[src/lpd_pkg.sv]
// ============================================================================
// lpd_pkg: shared types and constants of the lidar packet deframer
// Header bytes, angle constants and the sample store write record.
// ============================================================================
package lpd_pkg;

  // Frame header, in order of arrival.
  localparam logic [7:0] HDR_BYTE0 = 8'h55;
  localparam logic [7:0] HDR_BYTE1 = 8'hAA;
  localparam logic [7:0] HDR_BYTE2 = 8'h03;
  localparam logic [7:0] HDR_BYTE3 = 8'h08;
  localparam logic [1:0] HDR_LAST  = 2'd3;

  // Body layout: byte offsets within the 32-byte body.
  localparam logic [4:0] BODY_SPEED_LO = 5'd0;
  localparam logic [4:0] BODY_SPEED_HI = 5'd1;
  localparam logic [4:0] BODY_START_LO = 5'd2;
  localparam logic [4:0] BODY_START_HI = 5'd3;
  localparam logic [4:0] BODY_SAMP_LO  = 5'd4;
  localparam logic [4:0] BODY_SAMP_HI  = 5'd27;
  localparam logic [4:0] BODY_END_LO   = 5'd28;
  localparam logic [4:0] BODY_END_HI   = 5'd29;
  localparam logic [4:0] BODY_LAST     = 5'd31;

  // Position of a byte within one (distance, intensity) triple.
  localparam logic [1:0] TRIP_DIST_LO = 2'd0;
  localparam logic [1:0] TRIP_DIST_HI = 2'd1;
  localparam logic [1:0] TRIP_INTENS  = 2'd2;

  // Samples per packet.
  localparam int unsigned NUM_SAMPLES = 8;
  localparam int unsigned SAMP_AW     = $clog2(NUM_SAMPLES);
  localparam logic [SAMP_AW-1:0] SAMP_LAST = SAMP_AW'(NUM_SAMPLES - 1);

  // Sample store entry: distance word above intensity byte.
  localparam int unsigned SAMP_DW = 24;

  // Angle arithmetic in 1/64 degree.
  localparam logic signed [16:0] ANGLE_BIAS = 17'sd40960;
  localparam logic signed [16:0] FULL_TURN  = 17'sd23040;

  // Width of the interpolated angle (1/512 degree) and of the result.
  localparam int unsigned ACC_W = 22;
  localparam int unsigned Q16_W = 22;

  // Degrees*512 to Q16 radians: factor 37480660 / 2^24, split in halves.
  localparam logic [25:0] RAD_FACTOR = 26'd37480660;
  localparam int unsigned FACT_SPLIT = 13;
  localparam logic [12:0] FACT_LO    = RAD_FACTOR[12:0];
  localparam logic [12:0] FACT_HI    = RAD_FACTOR[25:13];
  localparam int unsigned RAD_SHIFT  = 24;

  // Configuration register indexes.
  localparam logic [1:0] CFG_OFFSET       = 2'd0;
  localparam logic [1:0] CFG_INVERT_ANGLE = 2'd1;
  localparam logic [1:0] CFG_RING_LENGTH  = 2'd2;

  // One write into the sample store.
  typedef struct packed {
    logic               en;
    logic [SAMP_AW-1:0] addr;
    logic [SAMP_DW-1:0] data;
  } samp_wr_t;

  // Expected header byte at a given header position.
  function automatic logic [7:0] hdr_byte(input logic [1:0] pos);
    logic [7:0] val;
    unique case (pos)
      2'd0:    val = HDR_BYTE0;
      2'd1:    val = HDR_BYTE1;
      2'd2:    val = HDR_BYTE2;
      default: val = HDR_BYTE3;
    endcase
    return val;
  endfunction

endpackage

[src/lpd_sample_ram.sv]
// ============================================================================
// lpd_sample_ram: sample store of one packet
// Eight entries of distance and intensity, one write and one registered read.
// ============================================================================
module lpd_sample_ram (
  input  logic                               clk,
  input  lpd_pkg::samp_wr_t                  wr,
  input  logic                               rd_en,
  input  logic [lpd_pkg::SAMP_AW-1:0]        rd_addr,
  output logic [lpd_pkg::SAMP_DW-1:0]        rd_data
);

  logic [lpd_pkg::SAMP_DW-1:0] mem [lpd_pkg::NUM_SAMPLES];

  // Write port.
  always_ff @(posedge clk) begin
    if (wr.en) begin
      mem[wr.addr] <= wr.data;
    end
  end

  // Registered read port.
  always_ff @(posedge clk) begin
    if (rd_en) begin
      rd_data <= mem[rd_addr];
    end
  end

endmodule

[src/lpd_byte_parser.sv]
// ============================================================================
// lpd_byte_parser: header hunt and body capture
// Finds the 55 AA 03 08 header, then takes the 32 body bytes apart.
// ============================================================================
module lpd_byte_parser (
  input  logic              clk,
  input  logic              rst,
  input  logic              byte_take,
  input  logic [7:0]        byte_data,
  output logic [15:0]       speed_word,
  output logic [15:0]       start_word,
  output logic [15:0]       end_word,
  output lpd_pkg::samp_wr_t samp_wr,
  output logic              pkt_done
);

  logic [1:0]                        hdr_pos;
  logic                              in_body;
  logic [4:0]                        body_count;
  logic [1:0]                        trip_pos;
  logic [lpd_pkg::SAMP_AW-1:0]       samp_idx;
  logic [15:0]                       dist_word;
  logic                              in_samples;

  assign in_samples = (body_count >= lpd_pkg::BODY_SAMP_LO) &&
                      (body_count <= lpd_pkg::BODY_SAMP_HI);

  // A sample entry is complete on its intensity byte.
  always_comb begin
    samp_wr.en   = byte_take && in_body && in_samples &&
                   (trip_pos == lpd_pkg::TRIP_INTENS);
    samp_wr.addr = samp_idx;
    samp_wr.data = {dist_word, byte_data};
  end

  assign pkt_done = byte_take && in_body && (body_count == lpd_pkg::BODY_LAST);

  // Header search and body byte counting.
  always_ff @(posedge clk) begin
    if (rst) begin
      hdr_pos    <= 2'd0;
      in_body    <= 1'b0;
      body_count <= 5'd0;
      trip_pos   <= lpd_pkg::TRIP_DIST_LO;
      samp_idx   <= '0;
    end else if (byte_take) begin
      if (!in_body) begin
        if (byte_data == lpd_pkg::hdr_byte(hdr_pos)) begin
          if (hdr_pos == lpd_pkg::HDR_LAST) begin
            hdr_pos    <= 2'd0;
            in_body    <= 1'b1;
            body_count <= 5'd0;
            trip_pos   <= lpd_pkg::TRIP_DIST_LO;
            samp_idx   <= '0;
          end else begin
            hdr_pos <= hdr_pos + 2'd1;
          end
        end else begin
          // The mismatching byte is dropped, not retried as a first byte.
          hdr_pos <= 2'd0;
        end
      end else begin
        if (body_count == lpd_pkg::BODY_LAST) begin
          in_body    <= 1'b0;
          body_count <= 5'd0;
        end else begin
          body_count <= body_count + 5'd1;
        end
        if (in_samples) begin
          if (trip_pos == lpd_pkg::TRIP_INTENS) begin
            trip_pos <= lpd_pkg::TRIP_DIST_LO;
            samp_idx <= samp_idx + lpd_pkg::SAMP_AW'(1);
          end else begin
            trip_pos <= trip_pos + 2'd1;
          end
        end
      end
    end
  end

  // Little-endian word capture from the body.
  always_ff @(posedge clk) begin
    if (rst) begin
      speed_word <= 16'd0;
      start_word <= 16'd0;
      end_word   <= 16'd0;
    end else if (byte_take && in_body) begin
      case (body_count)
        lpd_pkg::BODY_SPEED_LO: speed_word[7:0]  <= byte_data;
        lpd_pkg::BODY_SPEED_HI: speed_word[15:8] <= byte_data;
        lpd_pkg::BODY_START_LO: start_word[7:0]  <= byte_data;
        lpd_pkg::BODY_START_HI: start_word[15:8] <= byte_data;
        lpd_pkg::BODY_END_LO:   end_word[7:0]    <= byte_data;
        lpd_pkg::BODY_END_HI:   end_word[15:8]   <= byte_data;
        default: ;
      endcase
    end
  end

  // Distance bytes wait here until the intensity byte completes the entry.
  always_ff @(posedge clk) begin
    if (byte_take && in_body && in_samples) begin
      if (trip_pos == lpd_pkg::TRIP_DIST_LO) begin
        dist_word[7:0] <= byte_data;
      end else if (trip_pos == lpd_pkg::TRIP_DIST_HI) begin
        dist_word[15:8] <= byte_data;
      end
    end
  end

endmodule

[src/lpd_rad_conv.sv]
// ============================================================================
// lpd_rad_conv: angle scaling to Q16 radians
// Registered split multiply, then rounding half away from zero and clamp.
// ============================================================================
module lpd_rad_conv (
  input  logic                                clk,
  input  logic                                load,
  input  logic signed [lpd_pkg::ACC_W-1:0]    angle,
  output logic signed [lpd_pkg::Q16_W-1:0]    angle_q16
);

  localparam int unsigned MAG_W  = lpd_pkg::ACC_W;
  localparam int unsigned PROD_W = MAG_W + 13;
  localparam int unsigned SUM_W  = PROD_W + lpd_pkg::FACT_SPLIT + 1;
  localparam int unsigned QW     = SUM_W - lpd_pkg::RAD_SHIFT;
  localparam logic [QW-1:0] Q_LIMIT = QW'(1) << (lpd_pkg::Q16_W - 1);

  logic [MAG_W-1:0]  mag;
  logic [PROD_W-1:0] prod_lo;
  logic [PROD_W-1:0] prod_hi;
  logic              neg;
  logic [SUM_W-1:0]  prod_sum;
  logic [QW-1:0]     q;
  logic [QW-1:0]     q_neg;

  assign mag = angle[MAG_W-1] ? MAG_W'(-angle) : MAG_W'(angle);

  // Two narrow partial products of the magnitude.
  always_ff @(posedge clk) begin
    if (load) begin
      prod_lo <= PROD_W'(mag) * PROD_W'(lpd_pkg::FACT_LO);
      prod_hi <= PROD_W'(mag) * PROD_W'(lpd_pkg::FACT_HI);
      neg     <= angle[MAG_W-1];
    end
  end

  // Combine, round and apply the sign with saturation.
  always_comb begin
    prod_sum = (SUM_W'(prod_hi) << lpd_pkg::FACT_SPLIT) + SUM_W'(prod_lo) +
               (SUM_W'(1) << (lpd_pkg::RAD_SHIFT - 1));
    q        = prod_sum[SUM_W-1:lpd_pkg::RAD_SHIFT];
    q_neg    = (q > Q_LIMIT) ? Q_LIMIT : q;
    if (neg) begin
      angle_q16 = lpd_pkg::Q16_W'(-q_neg);
    end else if (q >= Q_LIMIT) begin
      angle_q16 = lpd_pkg::Q16_W'(Q_LIMIT - QW'(1));
    end else begin
      angle_q16 = lpd_pkg::Q16_W'(q);
    end
  end

endmodule

[src/lidar_packet_deframer.sv]
// ============================================================================
// lidar_packet_deframer: lidar serial packet deframer, top level
// Turns received lidar bytes into eight angle-tagged samples per packet.
//   Input channel (in_valid/in_ready, rx_byte) takes one received byte per
//   transaction. in_ready is high while the block hunts for a header or
//   collects a body, so bytes are taken one per cycle.
//   After the last body byte of a packet in_ready drops for the emission of
//   the packet: setup in ST_PREP and ST_INIT, then for each sample a store
//   read, a multiply and a rounded output (ST_READ, ST_MUL, ST_OUT). The
//   sample store read and the split multiply are both registered.
//   Output channel (out_valid/out_ready) carries one sample per transaction,
//   the eighth with last_of_packet set. The output register lets the next
//   sample be prepared while one waits; a stalled receiver holds the
//   sequencer on the next sample and, after the eighth, input resumes.
//   Configuration (cfg_valid/cfg_ready, cfg_index, cfg_data) is always
//   ready and is meant to be written while no packet is being emitted.
//   Reset (rst, synchronous) clears the framing state, the ring index, the
//   revolution flag and the registers to offset 0, no inversion, ring
//   length 1024. The sample store holds no reset value and needs no pass.
// ============================================================================
module lidar_packet_deframer #(
  parameter int unsigned RING_DEPTH = 1024
) (
  input  logic               clk,
  input  logic               rst,
  input  logic               in_valid,
  output logic               in_ready,
  input  logic [7:0]         rx_byte,
  output logic               out_valid,
  input  logic               out_ready,
  output logic signed [21:0] angle_rad_q16,
  output logic [15:0]        distance_raw,
  output logic [7:0]         intensity_raw,
  output logic [9:0]         ring_slot,
  output logic [15:0]        rpm_q6,
  output logic               revolution_seen,
  output logic               last_of_packet,
  input  logic               cfg_valid,
  output logic               cfg_ready,
  input  logic [1:0]         cfg_index,
  input  logic [15:0]        cfg_data
);

  localparam int unsigned IDX_W = (RING_DEPTH > 1) ? $clog2(RING_DEPTH) : 1;
  localparam int unsigned CMP_W = (IDX_W + 1 > 11) ? IDX_W + 1 : 11;
  localparam int unsigned ACC_W = lpd_pkg::ACC_W;

  typedef enum logic [5:0] {
    ST_RECV = 6'b000001,
    ST_PREP = 6'b000010,
    ST_INIT = 6'b000100,
    ST_READ = 6'b001000,
    ST_MUL  = 6'b010000,
    ST_OUT  = 6'b100000
  } seq_state_t;

  seq_state_t state;
  seq_state_t state_next;

  logic signed [15:0]           offset_deg64;
  logic                         invert_angle;
  logic [10:0]                  ring_length;

  logic                         byte_take;
  logic [15:0]                  speed_word;
  logic [15:0]                  start_word;
  logic [15:0]                  end_word;
  lpd_pkg::samp_wr_t            samp_wr;
  logic                         pkt_done;

  logic                         rd_en;
  logic [lpd_pkg::SAMP_AW-1:0]  samp_idx;
  logic [lpd_pkg::SAMP_DW-1:0]  rd_data;

  logic signed [16:0]           s_ang;
  logic signed [16:0]           e_ang;
  logic signed [16:0]           e_wrap;
  logic signed [16:0]           previous_start;
  logic signed [17:0]           start_sum;
  logic signed [17:0]           span;
  logic signed [ACC_W-1:0]      base8;
  logic signed [ACC_W-1:0]      acc;
  logic signed [ACC_W-1:0]      step;
  logic                         revolution_flag;

  logic [IDX_W-1:0]             write_index;
  logic [CMP_W-1:0]             ring_len_eff;
  logic [CMP_W-1:0]             index_inc;
  logic                         out_free;
  logic signed [21:0]           q16;

  assign in_ready  = (state == ST_RECV);
  assign byte_take = in_valid && in_ready;
  assign cfg_ready = 1'b1;
  assign out_free  = !out_valid || out_ready;

  // Configuration register writes.
  always_ff @(posedge clk) begin
    if (rst) begin
      offset_deg64 <= 16'sd0;
      invert_angle <= 1'b0;
      ring_length  <= 11'd1024;
    end else if (cfg_valid && cfg_ready) begin
      unique case (cfg_index)
        lpd_pkg::CFG_OFFSET:       offset_deg64 <= $signed(cfg_data);
        lpd_pkg::CFG_INVERT_ANGLE: invert_angle <= cfg_data[0];
        lpd_pkg::CFG_RING_LENGTH:  ring_length  <= cfg_data[10:0];
        default: ;
      endcase
    end
  end

  lpd_byte_parser u_parser (
    .clk        (clk),
    .rst        (rst),
    .byte_take  (byte_take),
    .byte_data  (rx_byte),
    .speed_word (speed_word),
    .start_word (start_word),
    .end_word   (end_word),
    .samp_wr    (samp_wr),
    .pkt_done   (pkt_done)
  );

  lpd_sample_ram u_ram (
    .clk     (clk),
    .wr      (samp_wr),
    .rd_en   (rd_en),
    .rd_addr (samp_idx),
    .rd_data (rd_data)
  );

  lpd_rad_conv u_rad (
    .clk       (clk),
    .load      (state == ST_MUL),
    .angle     (acc),
    .angle_q16 (q16)
  );

  assign rd_en = (state == ST_READ);

  // Sequencer.
  always_comb begin
    state_next = state;
    unique case (state)
      ST_RECV: if (pkt_done) state_next = ST_PREP;
      ST_PREP: state_next = ST_INIT;
      ST_INIT: state_next = ST_READ;
      ST_READ: state_next = ST_MUL;
      ST_MUL:  state_next = ST_OUT;
      ST_OUT: begin
        if (out_free) begin
          state_next = (samp_idx == lpd_pkg::SAMP_LAST) ? ST_RECV : ST_READ;
        end
      end
      default: state_next = ST_RECV;
    endcase
  end

  always_ff @(posedge clk) begin
    if (rst) begin
      state <= ST_RECV;
    end else begin
      state <= state_next;
    end
  end

  // Packet angles relative to the bias, with end wrap.
  always_comb begin
    s_ang  = $signed({1'b0, start_word}) - lpd_pkg::ANGLE_BIAS;
    e_ang  = $signed({1'b0, end_word}) - lpd_pkg::ANGLE_BIAS;
    e_wrap = (e_ang < s_ang) ? e_ang + lpd_pkg::FULL_TURN : e_ang;
    base8  = ACC_W'(start_sum) <<< 3;
  end

  // Setup: offset start, angle span, revolution detect.
  always_ff @(posedge clk) begin
    if (rst) begin
      previous_start  <= 17'sd0;
      revolution_flag <= 1'b0;
    end else if (state == ST_PREP) begin
      previous_start <= s_ang;
      if (s_ang < previous_start) begin
        revolution_flag <= 1'b1;
      end
    end
  end

  always_ff @(posedge clk) begin
    if (state == ST_PREP) begin
      start_sum <= 18'(s_ang) + 18'(offset_deg64);
      span      <= 18'(e_wrap) - 18'(s_ang);
    end
  end

  // Interpolation accumulator, already carrying the inversion.
  always_ff @(posedge clk) begin
    if (state == ST_INIT) begin
      acc  <= invert_angle ? -base8 : base8;
      step <= invert_angle ? -ACC_W'(span) : ACC_W'(span);
    end else if (state == ST_OUT && out_free) begin
      acc <= acc + step;
    end
  end

  always_ff @(posedge clk) begin
    if (rst) begin
      samp_idx <= '0;
    end else if (state == ST_INIT) begin
      samp_idx <= '0;
    end else if (state == ST_OUT && out_free) begin
      samp_idx <= samp_idx + lpd_pkg::SAMP_AW'(1);
    end
  end

  // Ring slot index with effective length limits.
  always_comb begin
    if (ring_length == 11'd0) begin
      ring_len_eff = CMP_W'(1);
    end else if (CMP_W'(ring_length) > CMP_W'(RING_DEPTH)) begin
      ring_len_eff = CMP_W'(RING_DEPTH);
    end else begin
      ring_len_eff = CMP_W'(ring_length);
    end
    index_inc = CMP_W'(write_index) + CMP_W'(1);
  end

  always_ff @(posedge clk) begin
    if (rst) begin
      write_index <= '0;
    end else if (state == ST_OUT && out_free) begin
      write_index <= (index_inc >= ring_len_eff) ? '0 : IDX_W'(index_inc);
    end
  end

  // Output register.
  always_ff @(posedge clk) begin
    if (rst) begin
      out_valid <= 1'b0;
    end else if (state == ST_OUT && out_free) begin
      out_valid <= 1'b1;
    end else if (out_ready) begin
      out_valid <= 1'b0;
    end
  end

  always_ff @(posedge clk) begin
    if (state == ST_OUT && out_free) begin
      angle_rad_q16   <= q16;
      distance_raw    <= rd_data[23:8];
      intensity_raw   <= rd_data[7:0];
      ring_slot       <= 10'(write_index);
      rpm_q6          <= speed_word;
      revolution_seen <= revolution_flag;
      last_of_packet  <= (samp_idx == lpd_pkg::SAMP_LAST);
    end
  end

endmodule

[config.mk]
export PLATFORM = sky130hd
export DESIGN_NAME = lidar_packet_deframer
export DESIGN_NICKNAME = d
export VERILOG_FILES = /design/src/lpd_pkg.sv /design/src/lpd_sample_ram.sv /design/src/lpd_byte_parser.sv /design/src/lpd_rad_conv.sv /design/src/lidar_packet_deframer.sv
export SDC_FILE = /design/constraint.sdc
export NUM_CORES = 2
export LEC_CHECK = 0
export BUFFER_PORTS_ARGS = -buffer_cell sky130_fd_sc_hd__buf_2
export CORE_ASPECT_RATIO = 0.75
export CORE_MARGIN = 2
export CORE_UTILIZATION = 35
export CTS_CLUSTER_DIAMETER = 80
export DETAILED_ROUTE_END_ITERATION = 8
export GPL_TIMING_DRIVEN = 1
export PLACE_DENSITY = 0.53
export SYNTH_ARGS = -nofsm -noshare
export SYNTH_HDL_FRONTEND = slang
export SYNTH_HIERARCHICAL = 1
export SYNTH_SLANG_ARGS = --single-unit
[constraint.sdc]
create_clock -name clk -period 15.35 [get_ports clk]
set_clock_uncertainty 0.15 [all_clocks]
set_input_delay 1.535 -clock clk [delete_from_list [all_inputs] [get_ports clk]]
set_output_delay 1.535 -clock clk [all_outputs]
set_load 0.01 [all_outputs]
==> run_results.csv <==
group,metric,value,unit
synthesis,synth.net_count,3727,
clock_tree,postCtsSetupRepairBufs,0,
clock_tree,clk_transition_reported_paths,0.06,ns
worst_setup_path,timing.critical_path.from_type,"flop",
synthesis,netlist_instances,3217,
placed_design,detailedPlacementHpwl,61.3,mm
synthesis,netlist_area,36300,µm²
sta,timing.final.crit_share,55.6,%
power_and_ir_drop,power.density,76.9,nW/µm²
clock_tree,worst_skew_pair.late_latency,0.66,ns
hold_path,hold_path.class,"reg -> reg",
die,fp.dieH,283,µm
global_route,antenna_found_initial,1,
cells_and_area,post_route_cells_drive_above_1_share,11.1,%
sta,timing.fmax,117,MHz
synthesis,yosysWarnings,6,
clock_tree,ctsHtreeMaxLevel,2,
worst_setup_path,cp.required,15.52,ns
clock_tree,cts_sinks,570,
clock_tree,root_buffer,"sky130_fd_sc_hd__clkbuf_16",
global_route,gr-total-overflow,0,
global_route,grt_pass1_vias,23100,
clock_tree,post_cts.resized_instances,0,
sta,report.final.hold_viol_count,0,
placed_design,gp_routability_congestion,0.850,
die,die_outline_width,376,µm
global_route,grt_pass1_wl,133,mm
cells_and_area,layout-area-overhead-vs-synth,11.0,%
route,detail_route.wl_per_cell,17.7,µm
die,rows,102,
power_and_ir_drop,combPwrFrac,1.5,%
route,avgViaCountPerCell,4.92,
outcome,result_of_the_run,"complete, no violations",
worst_setup_path,critical_path_class,"reg -> reg",
sta,finalCriticalPeriod,8.54,ns
placed_design,post_dp_cell_area,38500,µm²
clock_tree,cts_tree,"yes",
synthesis,postSynthAreaPerCell,11.3,µm²
route,pre_repair_dr_iteration_count,5,
power_and_ir_drop,power.internal,0.00245,W
global_route,gr-usage-all-layers,15.7,%
synthesis,ys.flop_type,"sky130_fd_sc_hd__edfxtp_1",
power_and_ir_drop,switching_power,0.000654,W
synthesis,async_s_r_ff_share_synth,0,%
clock_tree,postCtsHoldBufs,0,
route,drcViolationCount,0,
worst_setup_path,critical_path.endpoint_type,"flop",
placed_design,port_buffers,106,
worst_setup_path,critical_path_at,8.71,ns
clock_tree,cts_buffers,58,
cells_and_area,n_antenna_cell,0,
worst_setup_path,crit_path_max_fanout,10,
power_and_ir_drop,power.share.clock,45.4,%
cells_and_area,finalInstanceArea,40400,µm²
sta,setup_viol_count_final,0,
clock_tree,cts_max_path_buffers,3,
route,vias,23300,
route,detailedRoute.firstIterationViolations,1452,
sta,tightest_slew,1.16,ns
power_and_ir_drop,power_switching_share,21.1,%
route,antenna_left,0,
synthesis,synthDistinctLibCells,100,
placed_design,number_of_placed_instances_with_taps_included,4625,
sta,max-slew-margin-rel,22.0,%
power_and_ir_drop,ir_drop,0.0000772,V
cells_and_area,post-route-util,39.1,%
run,timing.max_cap.violations,0,
synthesis,synth-seq-cells,570,
cells_and_area,final_nets,3843,
power_and_ir_drop,power.static_leakage,16.8,nW
die,initial_utilization,35.3,%
sta,setup_tns,0,ns
global_route,grt_start_max_net_pins,96,
synthesis,synth.yosys.seq_area_share,43.6,%
die,die_area,106000,µm²
die,ioPinCount,108,
cells_and_area,final_cell_count_no_fill,4731,
synthesis,synth_enable_flop_cells,443,
sta,rsz0062_at_grt,"false",
cells_and_area,layout.cells.most_common,"sky130_fd_sc_hd__edfxtp_1",
power_and_ir_drop,sequentialPowerShare,53.1,%
die,core_region_area,103000,µm²
sta,timing_max_transition_violations_final,0,
route,routed_wirelength,83.8,mm
cells_and_area,layout.cells.most_common_list,"sky130_fd_sc_hd__edfxtp_1, sky130_fd_sc_hd__inv_1, sky130_fd_sc_hd__ha_1, sky130_fd_sc_hd__nor2_1, sky130_fd_sc_hd__nand2_1",
==> cell families after synthesis <==
group,Yosys count,share of synthesized area (%)
AND/OR/NAND/NOR,735,9.90
flip-flops,570,43.6
AO/OA/AOI/OAI,545,9.76
buffers and inverters,533,5.86
adder cells (fa/ha/maj),482,20.1
XOR/XNOR,208,5.01
multiplexers,142,5.77
other,2,0.0207
==> per-stage QoR <==
step | hold WS (ns) | setup WS [ns] | power [W]
finish | 0.270 | 6.81 | 0.00310
global route | 0.276 | 6.02 | 0.00321
CTS | 0.269 | 6.74 | 0.00315
detailed placement | 0.255 | 6.82 | 0.00173
global placement | 0.252 | 7.02 | 0.00173
floorplan | 0.250 | 7.95 | 0.00171
==> synthesized netlist by cell type, types with 19 or more instances <==
library cell	number	area share, %
sky130_fd_sc_hd__nand2_1	209	2.2
sky130_fd_sc_hd__nor3_1	45	0.62
sky130_fd_sc_hd__o21a_1	27	0.56
sky130_fd_sc_hd__edfxtp_1	443	37
sky130_fd_sc_hd__a21oi_1	164	2.3
sky130_fd_sc_hd__or3_1	22	0.38
sky130_fd_sc_hd__nand3_1	44	0.61
sky130_fd_sc_hd__fa_1	170	9.4
sky130_fd_sc_hd__a211oi_1	19	0.39
sky130_fd_sc_hd__and3_1	22	0.38
sky130_fd_sc_hd__dfxtp_1	127	7.0
sky130_fd_sc_hd__clkbuf_1	53	0.55
sky130_fd_sc_hd__inv_1	444	4.6
sky130_fd_sc_hd__nand4_1	19	0.33
sky130_fd_sc_hd__a21o_1	57	1.2
sky130_fd_sc_hd__mux2i_1	69	1.9
sky130_fd_sc_hd__xnor2_1	146	3.5
sky130_fd_sc_hd__ha_1	309	11
sky130_fd_sc_hd__o21ai_0	111	1.5
sky130_fd_sc_hd__nand2b_1	32	0.55
sky130_fd_sc_hd__nor2_1	217	2.2
sky130_fd_sc_hd__xor2_1	62	1.5
sky130_fd_sc_hd__o31ai_1	19	0.39
sky130_fd_sc_hd__mux4_2	48	3.0
==> registers in the layout, summed over array words and instances, names as in the netlist, 17 cells and up <==
name	flops
angle_rad_q16	22
u_rad/prod_lo	21
u_rad/prod_hi	35
span	18
u_ram/rd_data	24
previous_start	17
step	22
u_ram/mem	192
acc	22
start_sum	18
==> worst paths after layout <==
kind / start / slack, ns / end / cells after the start
max reg2reg: acc[0]$_SDFFCE_PP0P_ / 6.81 / u_rad/prod_hi[33]$_DFFE_PP_ / 25
min reg2reg: u_ram/rd_data[22]$_DFFE_PP_ / 0.27 / distance_raw[14]$_DFFE_PP_ / 0
max: acc[0]$_SDFFCE_PP0P_ / 6.81 / u_rad/prod_hi[33]$_DFFE_PP_ / 25
min: u_ram/rd_data[22]$_DFFE_PP_ / 0.27 / distance_raw[14]$_DFFE_PP_ / 0
==> worst max-delay path: stages (launching register included) <==
cell	delay (ns)
sky130_fd_sc_hd__edfxtp_1	0.63
sky130_fd_sc_hd__inv_1	0.17
sky130_fd_sc_hd__nand2_1	0.07
sky130_fd_sc_hd__or4_1	0.43
sky130_fd_sc_hd__or2_2	0.33
sky130_fd_sc_hd__o41ai_1	0.31
sky130_fd_sc_hd__xor2_1	0.91
sky130_fd_sc_hd__xnor2_1	0.33
sky130_fd_sc_hd__xnor2_1	0.22
sky130_fd_sc_hd__fa_1	0.51
sky130_fd_sc_hd__inv_1	0.05
sky130_fd_sc_hd__fa_1	0.47
sky130_fd_sc_hd__fa_1	0.50
sky130_fd_sc_hd__inv_1	0.05
sky130_fd_sc_hd__fa_1	0.52
sky130_fd_sc_hd__inv_1	0.04
sky130_fd_sc_hd__ha_1	0.29
sky130_fd_sc_hd__o21ai_0	0.17
sky130_fd_sc_hd__a21boi_0	0.25
sky130_fd_sc_hd__o311ai_0	0.27
sky130_fd_sc_hd__o2111ai_1	0.34
sky130_fd_sc_hd__nand2_1	0.15
sky130_fd_sc_hd__o21ai_0	0.32
sky130_fd_sc_hd__a211oi_1	0.17
sky130_fd_sc_hd__o21ai_0	0.33
sky130_fd_sc_hd__o311ai_0	0.21
==> power groups by stage <==
stage / combinational, W / clock, W / sequential (W)
6_report: 0.0000461 / 0.00141 / 0.00165
5_1_grt: 0.0000510 / 0.00151 / 0.00165
4_1_cts: 0.0000466 / 0.00145 / 0.00165
3_5_place_dp: 0.0000463 / 0 / 0.00168
3_3_place_gp: 0.0000465 / 0 / 0.00168
2_1_floorplan: 0.0000279 / 0 / 0.00168
==> layer usage <==
layer	share of wire (%)	global-route usage (%)
met5	0	0
met4	1.4	2.78
met3	3.9	2.11
met2	42	23.1
met1	53	24.8
==> area by class of cell <==
cell class	count	area (µm²)
clock buffers	74	1590
clock inverters	32	322
fillers	10000	62800
inverters	446	1680
multi-input cells	2114	18400
flip-flops and latches	570	15900
well taps	1352	1690
repair buffers	143	811
Power figures use the tool's default switching activity.
